<file path="config.mk">
export PLATFORM = sky130hd
export DESIGN_NAME = rar_ctrl
export DESIGN_NICKNAME = d
export VERILOG_FILES = /design/src/rtl/rar_pkg.sv /design/src/rtl/rar_ctrl.sv
export SDC_FILE = /design/constraint.sdc
export NUM_CORES = 1
export LEC_CHECK = 0
export ABC_CLOCK_PERIOD_IN_PS = 1900
export BUFFER_PORTS_ARGS = -buffer_cell sky130_fd_sc_hd__buf_2
export CAP_MARGIN = 20
export CORE_MARGIN = 1
export CORE_UTILIZATION = 40
export DETAILED_ROUTE_END_ITERATION = 8
export GPL_TIMING_DRIVEN = 0
export PLACE_DENSITY = 0.64
export SETUP_SLACK_MARGIN = 0.5
export SLEW_MARGIN = 20
export SYNTH_ARGS = -nofsm -noshare
export SYNTH_HDL_FRONTEND = slang
export SYNTH_SLANG_ARGS = --single-unit
</file>
<file path="constraint.sdc">
create_clock -name clk -period 1.9 [get_ports clk]
set_input_delay 0.19 -clock clk [delete_from_list [all_inputs] [get_ports clk]]
set_output_delay 0.19 -clock clk [all_outputs]
set_load 0.01 [all_outputs]
</file>
<file path="src/rtl/rar_pkg.sv">
`default_nettype none

package rar_pkg;

    // Fixed field widths of the streams.
    localparam int FIELD_BITS       = 32;
    localparam int KIND_BITS        = 2;
    localparam int WORD_BITS        = 64;
    localparam int MAG_BITS         = 63;
    localparam int SHIFT_BITS       = 6;
    localparam int IN_TDATA_BITS    = 4 * FIELD_BITS;
    localparam int OUT_TDATA_BITS   = 128;
    localparam int OPERAND_BITS_DEF = 32;

    // Sequencing counts.
    localparam int MUL_STEPS = 3;
    localparam int DIV_STEPS = MAG_BITS;
    localparam int CNT_BITS  = $clog2(DIV_STEPS);

    typedef enum logic [KIND_BITS-1:0] {
        KIND_ADD,
        KIND_SUB,
        KIND_MUL,
        KIND_DIV
    } kind_t;

    // Which product the shared multiplier forms.
    typedef enum logic [1:0] {
        SEL_TERM_A,
        SEL_TERM_B,
        SEL_DEN
    } mul_sel_t;

    typedef enum logic [2:0] {
        ST_IDLE,
        ST_MUL,
        ST_SUM,
        ST_PREP,
        ST_GCD,
        ST_SCALE,
        ST_DIV,
        ST_OUT
    } state_t;

    typedef struct packed {
        logic     load;
        logic     mul_en;
        mul_sel_t mul_sel;
        logic     prep;
        logic     gcd_step;
        logic     scale;
        logic     div_step;
        logic     out_load;
    } dp_cmd_t;

    typedef struct packed {
        logic gcd_done;
    } dp_status_t;

endpackage

`default_nettype wire

</file>
<file path="src/rtl/rar_ctrl.sv">
`default_nettype none

module rar_ctrl (
    input  wire logic                clk,
    input  wire logic                rst_n,
    input  wire logic                in_valid,
    output logic                     in_ready,
    output logic                     out_valid,
    input  wire logic                out_ready,
    output rar_pkg::dp_cmd_t         cmd,
    input  wire rar_pkg::dp_status_t status
);

    import rar_pkg::*;

    state_t              state_reg, state_next;
    logic [CNT_BITS-1:0] cnt_reg, cnt_next;
    logic                valid_reg, valid_next;

    always_ff @(posedge clk or negedge rst_n)
    begin
        if (!rst_n)
        begin
            state_reg <= ST_IDLE;
            cnt_reg   <= '0;
            valid_reg <= 1'b0;
        end
        else
        begin
            state_reg <= state_next;
            cnt_reg   <= cnt_next;
            valid_reg <= valid_next;
        end
    end

    // Next state.
    always_comb
    begin
        state_next = state_reg;
        cnt_next   = cnt_reg;
        case (state_reg)
            ST_IDLE:
            begin
                cnt_next = '0;
                if (in_valid)
                    state_next = ST_MUL;
            end
            ST_MUL:
            begin
                if (cnt_reg == CNT_BITS'(MUL_STEPS - 1))
                begin
                    cnt_next   = '0;
                    state_next = ST_SUM;
                end
                else
                begin
                    cnt_next = cnt_reg + CNT_BITS'(1);
                end
            end
            ST_SUM:   state_next = ST_PREP;
            ST_PREP:  state_next = ST_GCD;
            ST_GCD:
            begin
                if (status.gcd_done)
                    state_next = ST_SCALE;
            end
            ST_SCALE:
            begin
                cnt_next   = '0;
                state_next = ST_DIV;
            end
            ST_DIV:
            begin
                if (cnt_reg == CNT_BITS'(DIV_STEPS - 1))
                begin
                    cnt_next   = '0;
                    state_next = ST_OUT;
                end
                else
                begin
                    cnt_next = cnt_reg + CNT_BITS'(1);
                end
            end
            ST_OUT:
            begin
                if (!valid_reg || out_ready)
                    state_next = ST_IDLE;
            end
            default:  state_next = ST_IDLE;
        endcase
    end

    // Outputs.
    always_comb
    begin
        cmd          = '0;
        cmd.mul_sel  = mul_sel_t'(cnt_reg[1:0]);
        in_ready     = 1'b0;
        case (state_reg)
            ST_IDLE:
            begin
                in_ready = 1'b1;
                cmd.load = in_valid;
            end
            ST_MUL:   cmd.mul_en   = 1'b1;
            ST_SUM:   cmd.mul_en   = 1'b0;
            ST_PREP:  cmd.prep     = 1'b1;
            ST_GCD:   cmd.gcd_step = !status.gcd_done;
            ST_SCALE: cmd.scale    = 1'b1;
            ST_DIV:   cmd.div_step = 1'b1;
            ST_OUT:   cmd.out_load = !valid_reg || out_ready;
            default:  in_ready     = 1'b0;
        endcase
    end

    always_comb
    begin
        if (cmd.out_load)
            valid_next = 1'b1;
        else if (out_ready)
            valid_next = 1'b0;
        else
            valid_next = valid_reg;
    end

    assign out_valid = valid_reg;

endmodule

`default_nettype wire

</file>
==> results of run 1 <==
-- per-layer routing --
layer | routed length (um) | vias to the layer above | global-route usage, %
li1 | - | 363 | -
met1 | 892 | 367 | 26.3
met2 | 977 | 18 | 34.5
met3 | 55 | 6 | 4.26
met4 | 53 | 0 | 7.50
met5 | 0 | - | 0
-- final timing paths --
kind / from / endpoint / slack (ns) / cells after the start
max in group asynchronous: rst_n / state_reg[2] / 1.36 / 2
max reg2reg: cnt_reg[0] / cnt_reg[0] / 0.25 / 6
min in group asynchronous: rst_n / state_reg[0] / 0.32 / 2
min: out_ready / out_valid / 0.26 / 3
max: cnt_reg[0] / cnt_reg[0] / 0.25 / 6
min reg2reg: cnt_reg[5] / cnt_reg[5] / 0.59 / 2
-- repair_timing --
item / in CTS / in global routing
endpoints found under the hold margin: 10 / 0
buffers inserted: 6 / 8
hold buffers: 1 / 0
endpoints found under the setup margin: 14 / 16
gates resized for setup: 16 / 32
pin swaps: 4 / 8
-- power groups by stage --
stage                     sequential, mW  clock (mW)  combinational [mW]
after floorplan                    0.351           0               0.556
after global placement             0.362           0               0.734
after detailed placement           0.364           0               0.747
after CTS                          0.355       0.149               0.938
after global routing               0.394       0.166                1.47
final                              0.379       0.147                1.36
-- cells by family (layout without fill, tap and decap cells) --
kind of cell	Yosys count	in the layout
AO/OA/AOI/OAI	21	21
XOR/XNOR	1	1
adder cells (fa/ha/maj)	2	2
buffers and inverters	10	43
flip-flops	10	10
multiplexers	1	1
AND/OR/NAND/NOR	36	36
-- cells in the final DEF (no fill, tap or decap), drive strengths merged, types with 3 or more instances in the layout --
master  instances
nand2           6
nand3           3
nor3            4
a21oi           7
clkbuf          4
nor2            8
o21ai           4
dfrtp          10
inv             3
buf            35
-- layout make-up --
cell class                 instances  area, um2  area share (%)
multi-input combinational         61        484            44.5
sequential                        10        254            23.4
timing repair buffer              30        221            20.4
buffer                             7       71.3            6.56
clock buffer                       3       22.5            2.07
tap                               16       20.0            1.84
inverter                           3       13.8            1.27
-- tightest hold or removal path: stages --
cell and delay [ns]:
buf_2 0.09, nor2b_2 0.06, nand2b_1 0.14
==> flow_summary.toml, run 1 <==
[drt]
ant_nets = 0
num_vias = 754
drc_errors = 0
routedWlPerCell_um = 15.2
wl_mm = 1.98
drtIter0Drc = 14
drt_first_pass_iters = 6
via_per_inst = 5.80

[logic_synthesis]
yosys.area_share.adder_pct = 3.74
synth_xor_area_share_pct = 1.31
syn_nets = 88
yosys.area.top_type_share_pct = 37.4
synth_top_family_by_area = "simple AND/OR/NAND/NOR gates"
synth_warnings = 0
ys.flop_type = "dfrtp_1"
synth-seq-cells = 10
synth_common_cells = "dfrtp_1, nor2_1, a21oi_1, nand2_1"
synth_top_area_cell = "dfrtp_1"
postSynth.asyncResetShare_pct = 100
ys_top_cells_by_area = "dfrtp_1, a21oi_1, nor2_1"
ys_seq_area_share_pct = 37.4
synth-edff-count = 0
yosysUniqueCellTypes = 33
syn_area_per_cell_um2 = 8.26
synth_compound_area_share_pct = 20.2
muxShareOfSynthArea_pct = 1.50
syn_inst = 81
synth.cell_area_um2 = 669
synthSimpleGateAreaFrac_pct = 28.6
yosys.cell_count.top_type = "dfrtp_1"

[die]
rows = 14
die-area_um2 = 1840
pin_count = 16
die_y_um = 42.9
core-area_um2 = 1540
initial_core_util_pct = 43.4
die_x_um = 42.9

[critical_path]
worstPathArrival_ns = 1.79
end_kind = "flip-flop"
crit_slowest_cell = "or4b_4"
path_buf_inv = 1
cp_top_family = "simple AND/OR/NAND/NOR gates"
required_ns = 2.03
max_stage_delay_ns = 0.48
worstSetupStartpointType = "flip-flop"
path_class = "flip-flop to flip-flop"
worstPathMaxFanout = 3
crit_chain = "inv_2, ha_4, or4b_4, o2111ai_2, a21o_1, o221ai_2"

[power_and_ir_drop]
max-vdd-ir-drop_v = 0.000937
p_leak_nw = 0.487
clockPowerShare_pct = 7.8
switching_share_pct = 43.9
power.density_nw_per_um2 = 1730
power_mw = 1.89
combPwrFrac_pct = 72.1
pwr-share-seq_pct = 20.1
p_sw_mw = 0.828
internal_power_mw = 1.06

[clock_network]
clkTransAtPathRegs_ns = 0.07
clock-sinks = 10
cts-root-buf = "clkbuf_4"
clock_latency_ns = 0.26
cts_buffer_depth = 2
cts_tree = "built"
htree_levels = 1
numCtsBuffers = 3

[placement]
place_hpwl_mm = 1.07
port-buffer-count = 15
dp_cells = 112
post-place-ws_ns = 0.125
gp_congestion = 0.779
placedInstanceArea_um2 = 768

[cells_and_area]
drive_gt1_share_pct = 55.3
final_cells = 130
final_util_pct = 70.5
fillCellCount = 108
syn2layout_area_growth_pct = 62.4
largest_reg_flops = 6
diodes = 0
finalInstanceArea_um2 = 1090
nNetsFinal = 123

[grt]
grt_pass1_vias = 681
grt_pass1_wl_mm = 2.91
grtUsageTotal_pct = 20.8
overflow = 0
antenna_found_initial = 0
grt_max_degree = 11

[sta]
fin_ws_ns = 0.247
timing.hold.ws_ns = 0.263
rsz0062_at_grt = "true"
relSlewSlack_pct = 72.7
hold_viol_final = 0
drv_slew = 0
worst_clock_skew_ns = 0.000540
finalCritPeriodShare_pct = 87.0
tightest_slew_ns = 0.410
tns_ns = 0
fmax_mhz = 605
setup_viol = 0
finalCriticalPeriod_ns = 1.65

[outcome]
outcome = "finished clean"

[run]
maxCapViolations = 0

[min_path]
min_path_type = "input port to flip-flop"
No activity file was read; power rests on OpenSTA's default activity.
==> run 2: changes to the inputs <==
--- a/config.mk
+++ b/config.mk
@@ -12,9 +12,9 @@
 export CORE_UTILIZATION = 40
 export DETAILED_ROUTE_END_ITERATION = 8
 export GPL_TIMING_DRIVEN = 0
-export PLACE_DENSITY = 0.64
 export SETUP_SLACK_MARGIN = 0.5
 export SLEW_MARGIN = 20
 export SYNTH_ARGS = -nofsm -noshare
 export SYNTH_HDL_FRONTEND = slang
 export SYNTH_SLANG_ARGS = --single-unit
+export TNS_END_PERCENT = 100
==> run 2 against run 1 <==
Maximum frequency is essentially flat. Sequential cell count is the same. Sequential share of layout area grew 1.6 points. First-iteration DRC count grew 57%. Cell area shrank 7.0%. Sequential power shrank 4%. Largest cell class unchanged. Highest routed layer unchanged.
==> flow_summary.toml, run 2 (synthesized netlist as in run 1, its figures left out) <==
[outcome]
outcome = "finished clean"

[sta]
rsz0062_at_grt = "true"
finalCritPeriodShare_pct = 87.0
worst_clock_skew_ns = 0.00585
tns_ns = 0
finalCriticalPeriod_ns = 1.65
hold_viol_final = 0
drv_slew = 0
tightest_slew_ns = 0.419
timing.hold.ws_ns = 0.231
fmax_mhz = 605
setup_viol = 0
relSlewSlack_pct = 72.1

[cells_and_area]
final_util_pct = 65.6
drive_gt1_share_pct = 53.2
diodes = 0
finalInstanceArea_um2 = 1010
final_cells = 125
syn2layout_area_growth_pct = 51.0
final_cell_mix = "buf_2, buf_4, dfrtp_1, nor2_1, nand2_1"
fillCellCount = 132
largest_reg_flops = 6
final_common_cell = "buf_2"
nNetsFinal = 118

[clock_network]
clock_latency_ns = 0.27
cts-root-buf = "clkbuf_4"
numCtsBuffers = 3
clock-sinks = 10
htree_levels = 1
cts_buffer_depth = 2
clkTransAtPathRegs_ns = 0.07
cts_tree = "built"

[min_path]
whs_path_depth = 4
min_path_type = "input port to flip-flop"

[drt]
num_vias = 702
drtIter0Drc = 22
drc_errors = 0
routedWlPerCell_um = 13.9
ant_nets = 0
wl_mm = 1.73
drt_first_pass_iters = 4
via_per_inst = 5.62

[die]
pin_count = 16
die_x_um = 42.9
die-area_um2 = 1840
core-area_um2 = 1540
rows = 14
die_y_um = 42.9
initial_core_util_pct = 43.4

[grt]
grt_pass1_vias = 623
grt_max_degree = 11
grt_use_met1_pct = 27.1
antenna_found_initial = 0
overflow = 0
gr-usage-met2_pct = 27.0
grtUsageTotal_pct = 19.1
grt_pass1_wl_mm = 2.68
gr-usage-met3_pct = 2.55
busiest_layer = "met1"

[critical_path]
max_stage_delay_ns = 0.49
crit_slowest_cell = "or4b_4"
worstPathMaxFanout = 3
end_kind = "flip-flop"
path_buf_inv = 1
required_ns = 2.05
worstPathArrival_ns = 1.80
cp.depth = 6
worstSetupStartpointType = "flip-flop"
reg2reg_slack_ns = 0.25
cp_top_family = "simple AND/OR/NAND/NOR gates"
path_class = "flip-flop to flip-flop"
worstRegToRegCells = 6
crit_chain = "inv_2, ha_1, or4b_4, o21ai_2, o211ai_1, o21a_1"

[placement]
dp_cells = 112
place_hpwl_mm = 1.05
port-buffer-count = 15
placedInstanceArea_um2 = 768
gp_congestion = 0.747

[power_and_ir_drop]
max-vdd-ir-drop_v = 0.000854
power.density_nw_per_um2 = 1720
p_leak_nw = 0.456

[run]
maxCapViolations = 0
## run 2: cell types whose count changed in the layout (fill, tap and decap cells not counted), sizes merged
cell,delta
buf,-5
## run 2: where the power goes
group | switching, mW | total (mW) | internal, mW
Combinational | 0.616 | 1.23 | 0.609
Sequential | 0.0750 | 0.364 | 0.289
Clock | 0.0749 | 0.148 | 0.0733
Total | 0.766 | 1.74 | 0.972
## run 2: cell type report
class                   count  area (um2)  area share (%)
multi-input cells          61         460            45.5
flip-flops and latches     10         253            25.0
well taps                  16        20.0            1.98
plain buffers               7        71.3            7.05
inverters                   3        13.8            1.36
repair buffers             25         170            16.8
clock buffers               3        22.5            2.23
## run 2: worst paths after layout
kind | start | to
worst max-delay path | cnt_reg[0] | state_reg[0]
worst min-delay path | out_ready | state_reg[2]
worst max register to register | cnt_reg[0] | state_reg[0]
worst min register to register | cnt_reg[5] | cnt_reg[5]
max in group asynchronous | rst_n | state_reg[2]
min in group asynchronous | rst_n | state_reg[1]
## run 2: stage by stage
stage	total power, mW	setup slack, ns
finish	1.74	0.247
global route	1.86	0.214
CTS	1.47	0.227
detailed placement	1.11	0.154
global placement	1.10	0.156
floorplan	0.908	0.281
## run 2: what timing repair did
item                                   4_1_cts  5_1_grt
setup buffers                                9        0
hold buffers                                 1        0
resized for setup                           11       29
setup endpoints to repair                   14       16
pin swaps                                    3        4
endpoints found under the hold margin       10        0
## run 2: worst register-to-register path, stage by stage (launching register included)
cell	delay [ns]
dfrtp_2	0.41
inv_2	0.06
ha_1	0.14
or4b_4	0.49
o21ai_2	0.16
o211ai_1	0.13
o21a_1	0.15
## run 2: metal layers
| metal | wire length, um | part of all wire [%] |
|---|---|---|
| met5 | 0 | 0 |
| met1 | 823 | 48 |
| met2 | 775 | 45 |
| met4 | 63 | 3.6 |
| met3 | 70 | 4.0 |
==> run 3: changes to the inputs <==
==> constraint.sdc (replaced) <==
create_clock -name clk -period 1.9 [get_ports clk]
set_input_delay 0.19 -clock clk [delete_from_list [all_inputs] [get_ports clk]]
set_output_delay 0.19 -clock clk [all_outputs]
set_load 0.1 [all_outputs]
==> run 3 against run 2 <==
First-iteration DRC count rose by 18%. Largest cell class is now buffers. Register-to-register slack got worse by 0.11 ns. Via count rose by 23%. Clock skew rose by 0.00073 ns. Cell count rose by 16%.
==> flow_summary.toml, run 3 (synthesized netlist as in run 1, its figures left out) <==
[outcome]
outcome = "finished clean"

[die]
die-area_um2 = 1840
initial_core_util_pct = 43.4
die_y_um = 42.9
rows = 14
pin_count = 16
core-area_um2 = 1540
die_x_um = 42.9

[critical_path]
required_ns = 2.06
path_class = "flip-flop to flip-flop"
reg2reg_slack_ns = 0.14
worstPathMaxFanout = 5
worstPathArrival_ns = 1.92
worstSetupStartpointType = "flip-flop"
end_kind = "flip-flop"

[cells_and_area]
diodes = 0
syn2layout_area_growth_pct = 109
final_util_pct = 90.6
drive_gt1_share_pct = 63.6
fillCellCount = 69
final_common_cell = "buf_4"
nNetsFinal = 137
finalInstanceArea_um2 = 1400
final_cells = 145
final_cell_mix = "buf_4, buf_12, buf_6, dfrtp_1"
largest_reg_flops = 6

[clock_network]
cts-root-buf = "clkbuf_4"
numCtsBuffers = 3
clock_latency_ns = 0.28
clock-sinks = 10
htree_levels = 1
clkTransAtPathRegs_ns = 0.08
cts_tree = "built"
cts_buffer_depth = 2

[sta]
fmax_mhz = 567
relSlewSlack_pct = 67.9
finalCriticalPeriod_ns = 1.76
rsz0062_at_grt = "true"
worst_clock_skew_ns = 0.00657
setup_viol = 0
hold_viol_final = 0
finalCritPeriodShare_pct = 92.9
drv_slew = 0
tightest_slew_ns = 0.485
timing.hold.ws_ns = 0.239

[grt]
antenna_found_initial = 0
grt_pass1_vias = 656
grtUsageTotal_pct = 21.9
overflow = 0
grt_max_degree = 11
grt_pass1_wl_mm = 3.02

[drt]
routedWlPerCell_um = 19.4
via_per_inst = 5.96
drtIter0Drc = 26
ant_nets = 0
num_vias = 864
wl_mm = 2.81
drc_errors = 0
drt_first_pass_iters = 4

[placement]
place_hpwl_mm = 1.09
dp_cells = 112
port-buffer-count = 15
gp_congestion = 0.770
placedInstanceArea_um2 = 857

[min_path]
min_path_type = "input port to flip-flop"

[run]
maxCapViolations = 0
## run 3: cell types whose count changed in the layout (fill, tap and decap cells not counted), moves of 2 or more
cell       before  now
buf_6           4    8
buf_8           3    0
buf_4           9   24
buf_12          0   10
buf_2          14    5
nor2_2          2    0
nor2_4          0    3
clkbuf_16       0    2
dfrtp_1         8    6
## run 3: per-layer routing
| layer | GRT usage, % | wire (um) | vias up | share of wire [%] |
|---|---|---|---|---|
| met2 | 35.5 | 1350 | 49 | 48 |
| met5 | 0 | 0 | - | 0 |
| met4 | 7.50 | 148 | 0 | 5.3 |
| li1 | - | - | 390 | - |
| met3 | 3.83 | 170 | 15 | 6.0 |
| met1 | 29.1 | 1140 | 410 | 41 |
## run 3: layout make-up
class	instances	area [um2]	share of cell area [%]
clock buffers	4	36.3	2.60
plain buffers	7	91.3	6.54
repair buffers	44	468	33.5
multi-input cells	61	504	36.1
flip-flops and latches	10	258	18.5
inverters	3	18.8	1.34
well taps	16	20.0	1.43
## run 3: timing repair
item | 4_1_cts | 5_1_grt
gates resized for setup | 38 | 33
setup endpoints to repair | 18 | 17
pin swaps | 5 | 11
buffers inserted | 8 | 19
hold buffers | 1 | 0
hold endpoints to repair | 10 | 0
cloned | 0 | 1
## run 3: path summary, 6_finish.rpt
path,start,endpoint,cells past startpoint
setup / recovery,cnt_reg[1],cnt_reg[2],5
hold / removal,out_ready,state_reg[2],4
setup reg to reg,cnt_reg[1],cnt_reg[2],5
hold reg to reg,cnt_reg[5],cnt_reg[5],2
max in group asynchronous,rst_n,cnt_reg[0],2
min in group asynchronous,rst_n,state_reg[0],2
## run 3: critical path: stages (launching register included)
cell and delay (ns):
dfrtp_1 0.44, ha_2 0.22, or4b_4 0.50, o21ai_2 0.17
a221o_2 0.25, a21oi_1 0.07
## run 3: through the flow
| step | setup TNS (ns) | setup slack, ns |
|---|---|---|
| 3_3_place_gp | 0 | 0.106 |
| 4_1_cts | 0 | 0.218 |
| 5_1_grt | 0 | 0.101 |
| 6_report | 0 | 0.136 |
| 2_1_floorplan | -0.184 | -0.184 |
| 3_5_place_dp | 0 | 0.0943 |
Power of run 3 is left out: the tool's default activity adds up to more than one toggle a clock period on the data nets, which glitch-free logic cannot reach.
